### config.mk
export PLATFORM = sky130hd
export DESIGN_NAME = dpw_div
export DESIGN_NICKNAME = d
export VERILOG_FILES = /design/src/dpw_pkg.sv /design/src/dpw_div.sv
export VERILOG_INCLUDE_DIRS = /design/src /design/src/src
export SDC_FILE = /design/constraint.sdc
export NUM_CORES = 2
export LEC_CHECK = 0
export BUFFER_PORTS_ARGS = -buffer_cell sky130_fd_sc_hd__buf_2
export CAP_MARGIN = 20
export CORE_ASPECT_RATIO = 0.7
export CORE_UTILIZATION = 45
export DETAILED_ROUTE_END_ITERATION = 12
export PLACE_DENSITY = 0.63
export SLEW_MARGIN = 40
export SYNTH_ARGS = -nofsm -noshare
export SYNTH_HDL_FRONTEND = slang
export SYNTH_SLANG_ARGS = --single-unit
### constraint.sdc
create_clock -name clk -period 7.45 [get_ports clk]
set_input_delay 0.3725 -clock clk [delete_from_list [all_inputs] [get_ports clk]]
set_output_delay 0.3725 -clock clk [all_outputs]
set_load 0.01 [all_outputs]
### src/assert_macros.svh
// Assertion helpers shared by the RTL files.
`ifndef ASSERT_MACROS_SVH
`define ASSERT_MACROS_SVH

// Same-cycle implication, disabled while reset is active.
`define DPW_ASSERT_NOW(lbl, ck, rn, pre, post) \
  lbl: assert property (@(posedge ck) disable iff (!rn) (pre) |-> (post)) \
    else $error("dpw assertion failed");

// Next-cycle implication, disabled while reset is active.
`define DPW_ASSERT_NEXT(lbl, ck, rn, pre, post) \
  lbl: assert property (@(posedge ck) disable iff (!rn) (pre) |=> (post)) \
    else $error("dpw assertion failed");

`endif

### src/dpw_pkg.sv
`default_nettype none

package dpw_pkg;

  // Register indexes of the configuration port
  localparam int CFG_IDX_W = 3;
  localparam logic [CFG_IDX_W-1:0] REG_CENTER_X    = 3'd0;
  localparam logic [CFG_IDX_W-1:0] REG_CENTER_Y    = 3'd1;
  localparam logic [CFG_IDX_W-1:0] REG_FOCAL_X     = 3'd2;
  localparam logic [CFG_IDX_W-1:0] REG_FOCAL_Y     = 3'd3;
  localparam logic [CFG_IDX_W-1:0] REG_DEPTH_SCALE = 3'd4;
  localparam logic [CFG_IDX_W-1:0] REG_POSE_ROT    = 3'd5;
  localparam logic [CFG_IDX_W-1:0] REG_POSE_TRANS  = 3'd6;

  // Reset values
  localparam logic [15:0] RST_CENTER_X    = 16'd5208;
  localparam logic [15:0] RST_CENTER_Y    = 16'd4056;
  localparam logic [15:0] RST_FOCAL_X     = 16'd8288;
  localparam logic [15:0] RST_FOCAL_Y     = 16'd8304;
  localparam logic [15:0] RST_DEPTH_SCALE = 16'd1000;
  localparam logic [63:0] RST_POSE_ROT    = 64'h4000_0000_0000_0000;
  localparam logic [62:0] RST_POSE_TRANS  = 63'd0;

  // Divider geometry
  localparam int FRAC_W  = 16;           // fraction bits of Q15.16
  localparam int DIV_W   = 32;           // divisor and quotient bits
  localparam int NUM_W   = 49;           // rounded numerator bits
  localparam int DIV_LAT = DIV_W + 2;    // overflow stage, bit stages, saturate stage

  localparam int LANES     = 3;
  localparam int FRONT_LAT = 4;
  localparam int BACK_LAT  = 4;
  localparam int TOTAL_LAT = FRONT_LAT + DIV_LAT + BACK_LAT;

  typedef logic [NUM_W-1:0]        num_t;
  typedef logic [DIV_W-1:0]        divisor_t;
  typedef logic signed [31:0]      cam_t;
  typedef logic signed [30:0]      rot_t;

  localparam cam_t CAM_MAX = 32'sh7FFF_FFFF;
  localparam cam_t CAM_MIN = 32'sh8000_0000;

  typedef struct packed {
    logic valid;
    logic neg;
  } div_ctl_t;

endpackage

`default_nettype wire

### src/dpw_div.sv
`default_nettype none
`include "assert_macros.svh"

// Pipelined restoring divider, one quotient bit per bit stage.
// Takes a magnitude numerator with the rounding half already added, returns
// the signed quotient saturated to 32 bits. Divisor must hold while words
// are in flight.
module dpw_div (
  input  wire                   clk,
  input  wire                   rst_n,
  input  wire dpw_pkg::div_ctl_t in_ctl,
  input  wire dpw_pkg::num_t     in_num,
  input  wire dpw_pkg::divisor_t divisor,
  output logic                  out_valid,
  output dpw_pkg::cam_t         out_quot
);

  localparam int DW = dpw_pkg::DIV_W;
  localparam int NW = dpw_pkg::NUM_W;

  logic          vld_r [0:DW];
  logic          neg_r [0:DW];
  logic          ovf_r [0:DW];
  logic [DW-1:0] rem_r [0:DW];
  logic [DW-1:0] lq_r  [0:DW];

  logic [DW-1:0] top_bits;
  logic          big;
  dpw_pkg::cam_t quot_nxt;
  logic          out_valid_r;
  dpw_pkg::cam_t out_quot_r;

  assign top_bits = {{(2*DW-NW){1'b0}}, in_num[NW-1:DW]};

  // Entry stage: flag quotients that do not fit in DW bits
  always_ff @(posedge clk) begin
    if (!rst_n) begin
      vld_r[0] <= 1'b0;
    end else begin
      vld_r[0] <= in_ctl.valid;
    end
  end

  always_ff @(posedge clk) begin
    neg_r[0] <= in_ctl.neg;
    ovf_r[0] <= (top_bits >= divisor);
    rem_r[0] <= top_bits;
    lq_r[0]  <= in_num[DW-1:0];
  end

  // Bit stages: shift a numerator bit into the remainder, subtract if it fits
  for (genvar k = 1; k <= DW; k++) begin : g_step
    logic [DW:0]   trial;
    logic [DW:0]   diff;
    logic          fits;
    logic [DW-1:0] rem_nxt;
    logic [DW-1:0] lq_nxt;

    always_comb begin
      trial   = {rem_r[k-1], lq_r[k-1][DW-1]};
      diff    = trial - {1'b0, divisor};
      fits    = (trial >= {1'b0, divisor});
      rem_nxt = fits ? diff[DW-1:0] : trial[DW-1:0];
      lq_nxt  = {lq_r[k-1][DW-2:0], fits};
    end

    always_ff @(posedge clk) begin
      if (!rst_n) begin
        vld_r[k] <= 1'b0;
      end else begin
        vld_r[k] <= vld_r[k-1];
      end
    end

    always_ff @(posedge clk) begin
      neg_r[k] <= neg_r[k-1];
      ovf_r[k] <= ovf_r[k-1];
      rem_r[k] <= rem_nxt;
      lq_r[k]  <= lq_nxt;
    end
  end

  // Apply sign and saturate
  always_comb begin
    big = ovf_r[DW] || lq_r[DW][DW-1];
    if (big) begin
      quot_nxt = neg_r[DW] ? dpw_pkg::CAM_MIN : dpw_pkg::CAM_MAX;
    end else if (neg_r[DW]) begin
      quot_nxt = -$signed(lq_r[DW]);
    end else begin
      quot_nxt = $signed(lq_r[DW]);
    end
  end

  always_ff @(posedge clk) begin
    if (!rst_n) begin
      out_valid_r <= 1'b0;
    end else begin
      out_valid_r <= vld_r[DW];
    end
  end

  always_ff @(posedge clk) begin
    out_quot_r <= quot_nxt;
  end

  assign out_valid = out_valid_r;
  assign out_quot  = out_quot_r;

  `DPW_ASSERT_NOW(a_div_latency, clk, rst_n, out_valid, $past(in_ctl.valid, dpw_pkg::DIV_LAT))
  `DPW_ASSERT_NEXT(a_div_ovf_sat, clk, rst_n, vld_r[DW] && ovf_r[DW], out_quot == dpw_pkg::CAM_MAX || out_quot == dpw_pkg::CAM_MIN)
  `DPW_ASSERT_NEXT(a_div_valid_out, clk, rst_n, vld_r[DW], out_valid)

endmodule

`default_nettype wire
== Word-level counts from Yosys, hierarchy flattened ==
Memory sizes are Yosys's and may differ from the RTL's. A register that Yosys moved wholly into a read port is not among the register bits.
Cells that the tools add are included.
W data, S select, Z words.

* Bits of input ports: 85
* Word-level logic and storage cells: 177
* Register bits: 32
* Memories kept: 5
* Bits in writable memories: 2211

{| class="wikitable"
|+ Memory list
! name !! words !! bits a word !! rd ports !! clocked after Yosys merged registers in !! wr ports !! RTL line !! source
|-
| lq_r || 33 || 32 || 33 || 0 || 33 || dpw_div.sv:25 || <nowiki>logic [DW-1:0] lq_r [0:DW];</nowiki>
|-
| rem_r || 33 || 32 || 32 || 0 || 33 || dpw_div.sv:24 || <nowiki>logic [DW-1:0] rem_r [0:DW];</nowiki>
|-
| neg_r || 33 || 1 || 33 || 0 || 33 || dpw_div.sv:22 || <nowiki>logic neg_r [0:DW];</nowiki>
|-
| ovf_r || 33 || 1 || 33 || 0 || 33 || dpw_div.sv:23 || <nowiki>logic ovf_r [0:DW];</nowiki>
|-
| vld_r || 33 || 1 || 33 || 1 || 33 || dpw_div.sv:21 || <nowiki>logic vld_r [0:DW];</nowiki>
|}

* Mux-type cells: 70
* Add/subtract/negate cells: 33
* Reduce and logical (&&, ||, !) cells: 2
* Bitwise logic cells: 33
* Magnitude comparators: 33

{| class="wikitable"
|+ Operators with widths
! kind !! number
|-
| $mux W32 || 35
|-
| $ge A33 B32 Y1 || 32
|-
| $sub A32 B32 Y32 || 32
|-
| $mux W1 || 35
|-
| $or A1 B1 Y1 || 33
|-
| $ge A17 B32 Y1 || 1
|-
| $neg A32 Y32 || 1
|-
| $logic_not A1 Y1 || 1
|-
| $logic_or A1 B1 Y1 || 1
|}

== Logic depth before layout (Yosys ltp) ==
An unclocked memory read counts as a cell.

* Depth after elaboration: 4
* Mapped depth: 16

== Worst setup path after synthesis ==
Ideal clock, no wire load.

* Kind: in2reg
* Start point: input port divisor[1]
* End point: memory rem_r[0][378] (netlist name)
* Data arrival time: 4.228 ns
* Setup time: 0.121 ns
* Stages: 14
* Setup slack: 3.101 ns
* Cell sequence: inv_1 > ha_1 > nor2b_1 > o31a_1 > o31a_1 > o41ai_4 > a31oi_1 > or2_1 > a21oi_2 > a21oi_1 > a211o_1 > a211oi_4 > buf_6 > mux2_2

{| class="wikitable"
|+ RTL lines
! what !! RTL line !! source
|-
| start: declaration || dpw_div.sv:13 || <nowiki>input wire dpw_pkg::divisor_t divisor,</nowiki>
|-
| end: declaration || dpw_div.sv:24 ||
|}

==> impl_metrics.yaml <==
synth:
  ys_ff_latch: 2197
  syn_inst: 10902
  syn_nets: 12046
  synthArstFlopShare: 0
  synth_area_mm2: 0.105
  synth_edf_count: 0
  synth_cell_types: 92
  yosysSeqAreaShare: 0.420
  synth.avg_cell_area_um2: 9.60
  yosysWarnings: 0
  ys.flop_type: "dfxtp_1"
layout:
  layout_commonest_cell: "dfxtp_1"
  drive_above_1_share: 0.104
  layout_common_cells: "dfxtp_1 (2196), a21oi_1 (1045), ha_1 (1028), nand2_1 (739), o21ai_0 (721)"
  fillers: 20848
  num-nets-final: 12285
  area_growth_pct: 12.4
  layout.cells.non_filler: 14374
pwr:
  power.internal_mw: 32.9
  power_frac_seq: 0.323
  swShare: 0.380
  p_comb_frac: 0.456
  powerDensity_mw_per_mm2: 451
  p_switching_mw: 20.2
  p_clk_frac: 0.222
  p_leak_nw: 51.8
  peakVddDrop_uv: 265
cts:
  cts_tree: "done"
  clock-root-buffer: "clkbuf_16"
  cts_max_path_buffers: 4
  htreeDepth: 4
  cts_sinks: 2197
  clkTransAtPathRegs_ns: 0.06
  cts_buffers: 219
  clock_latency_ns: 0.91
job:
  cap_viol_max_count: 0
sta:
  setup_slack_ns: 2.83
  finalSetupViolations: 0
  fin_crit_ns: 4.62
  min_period_over_period: 0.621
  rsz0062_at_grt: "no"
  fmax_mhz: 216
  skew_ns: 0.0969
  worstMarginPinSlew_ns: 0.905
  slew_headroom: 0.397
  finalHoldViolCount: 0
  slew_violations: 0
  fin_setup_tns_ns: 0
floorplan:
  coreArea_mm2: 0.230
  die_y_um: 405
  dieArea_mm2: 0.235
  row_count: 147
  start_util: 0.454
  boundaryPins: 118
  die_w_um: 578
drt:
  drt_iter0_markers: 7045
  viasPerCell: 5.69
  wl_mm: 301
  vias: 81774
  drt-pass1-iter-count: 6
  drcViolationCount: 0
  antenna_violating_nets_post_route: 0
  wl_per_cell_um: 20.9
outcome:
  status: "finished, final reports clean"
min_path:
  holdCritStartpoint: "in_num[8]"
  whs_path_depth: 2
  min_to: "lq_r[0][8]"
  hp-class: "in -> reg"
placement:
  dpl.cell_count: 13918
  gp_congestion: 0.944
  dp_slack_ns: 1.96
  hpwl_mm: 223
  io_buffers: 117
setup_path:
  crit_path_start: "divisor[1]"
  timing.rr.start: "lq_r[10][31]"
  r2r_setup_slack_ns: 2.93
  endpoint_kind: "flop"
  cp_data_arrival_time_ns: 5.38
  r2r_cells: 14
  critPathKind: "in -> reg"
  r2r_end: "rem_r[0][378]"
  start_kind: "input pin"
  worstPathRequired_ns: 8.21
  cp_max_fo: 21
global_routing:
  grt_pass1_vias: 76703
  grtUsageTotal: 0.249
  grt_max_degree: 62
  grt-ovfl-total: 0
  antenna_found_initial: 21
  grt_pass1_wl_mm: 454
cells by family after synthesis:
family	synth area share
compound gates	0.190
xor+xnor	0.0704
flops	0.420
simple gates	0.116
fa+ha+maj	0.129
mux	0.0533
buf+inv	0.0212
stage by stage:
| stage | instance area [µm²] | power (mW) | hold slack [ns] | utilization |
|---|---|---|---|---|
| floorplan | 105000 | 35.0 | 0.310 | - |
| global placement | 109000 | 40.4 | 0.310 | 0.474 |
| detailed placement | 109000 | 40.9 | 0.312 | 0.475 |
| CTS | 118000 | 53.0 | 0.0190 | 0.511 |
| global route | 118000 | 56.6 | 0.0637 | 0.511 |
| finish | 118000 | 53.1 | 0.0915 | 0.511 |
timing repair:
item / 4_1_cts / 5_1_grt
hold buffers: 55 / 0
buffers inserted: 0 / 0
endpoints found under the setup margin: 0 / 0
hold endpoints to repair: 91 / 0
resized for setup: 0 / 0
worst max path at each step:
stage | to | slack (ns) | depth (start not counted)
floorplan | rem_r[0][378] | 3.10 | 14
finish | rem_r[0][378] | 2.83 | 15
CTS | rem_r[0][378] | 2.90 | 15
detailed placement | rem_r[0][380] | 1.96 | 15
global route | rem_r[0][649] | 2.51 | 15
global placement | rem_r[0][871] | 1.94 | 15
critical path, stage by stage:
cell      delay (ns)
buf_4           0.41
inv_2           0.37
ha_1            0.40
nor2b_1         0.15
o31a_1          0.26
o31a_1          0.30
o41ai_4         0.45
a31oi_1         0.16
or2_1           0.27
a21oi_2         0.20
a21oi_1         0.10
a211o_1         0.31
a211oi_4        0.68
buf_4           0.44
mux2_2          0.39
state kept, by name, indices dropped and copies added (netlist names):
| signal | cells |
|---|---|
| ovf_r | 33 |
| out_valid | 1 |
| rem_r | 1009 |
| neg_r | 33 |
| out_quot | 32 |
| vld_r | 33 |
| lq_r | 1056 |
Yosys cell counts, types with 43 or more instances:
| library cell | instances | share of area |
|---|---|---|
| a211oi_1 | 72 | 0.0052 |
| a21o_1 | 540 | 0.039 |
| a21oi_1 | 1051 | 0.050 |
| a31oi_1 | 104 | 0.0062 |
| and2_1 | 62 | 0.0037 |
| and3_1 | 82 | 0.0049 |
| clkbuf_1 | 213 | 0.0076 |
| dfxtp_1 | 2197 | 0.42 |
| ha_1 | 1028 | 0.12 |
| inv_1 | 317 | 0.011 |
| mux2_2 | 451 | 0.049 |
| nand2_1 | 739 | 0.027 |
| nand2b_1 | 148 | 0.0088 |
| nand3_1 | 187 | 0.0089 |
| nand4_1 | 157 | 0.0094 |
| nor2_1 | 673 | 0.024 |
| nor2b_1 | 143 | 0.0085 |
| nor3_1 | 130 | 0.0062 |
| o211ai_1 | 49 | 0.0035 |
| o21a_1 | 136 | 0.0098 |
| o21ai_0 | 721 | 0.034 |
| o21bai_1 | 122 | 0.0088 |
| o31ai_1 | 56 | 0.0040 |
| or3_1 | 43 | 0.0026 |
| xnor2_1 | 520 | 0.044 |
| xor2_1 | 321 | 0.027 |
per-layer routing:
metal | track usage | share of wire | wire length [µm]
met5 | 0 | 0.00013 | 40
met4 | 0.0801 | 0.033 | 9880
met3 | 0.0465 | 0.083 | 24900
met2 | 0.347 | 0.39 | 116000
met1 | 0.379 | 0.50 | 150000
cell type report:
type / count / area, µm² / area share
Timing Repair Buffer: 278 / 2130 / 0.0181
Multi-Input combinational cell: 8128 / 58800 / 0.499
Clock buffer: 272 / 6040 / 0.0514
Antenna cell: 7 / 17.5 / 0.000149
Inverter: 317 / 1190 / 0.0101
Clock inverter: 121 / 1690 / 0.0144
Tap cell: 3054 / 3820 / 0.0325
Sequential cell: 2197 / 44000 / 0.374
power groups by stage:
stage	logic, mW	registers (mW)	clock network [mW]
after floorplan	18.8	16.2	0
after global placement	23.0	17.3	0
after detailed placement	23.6	17.3	0
after CTS	23.8	17.1	12.1
after global routing	26.7	17.3	12.6
final	24.2	17.1	11.8
(Power assumes the default switching activity.)
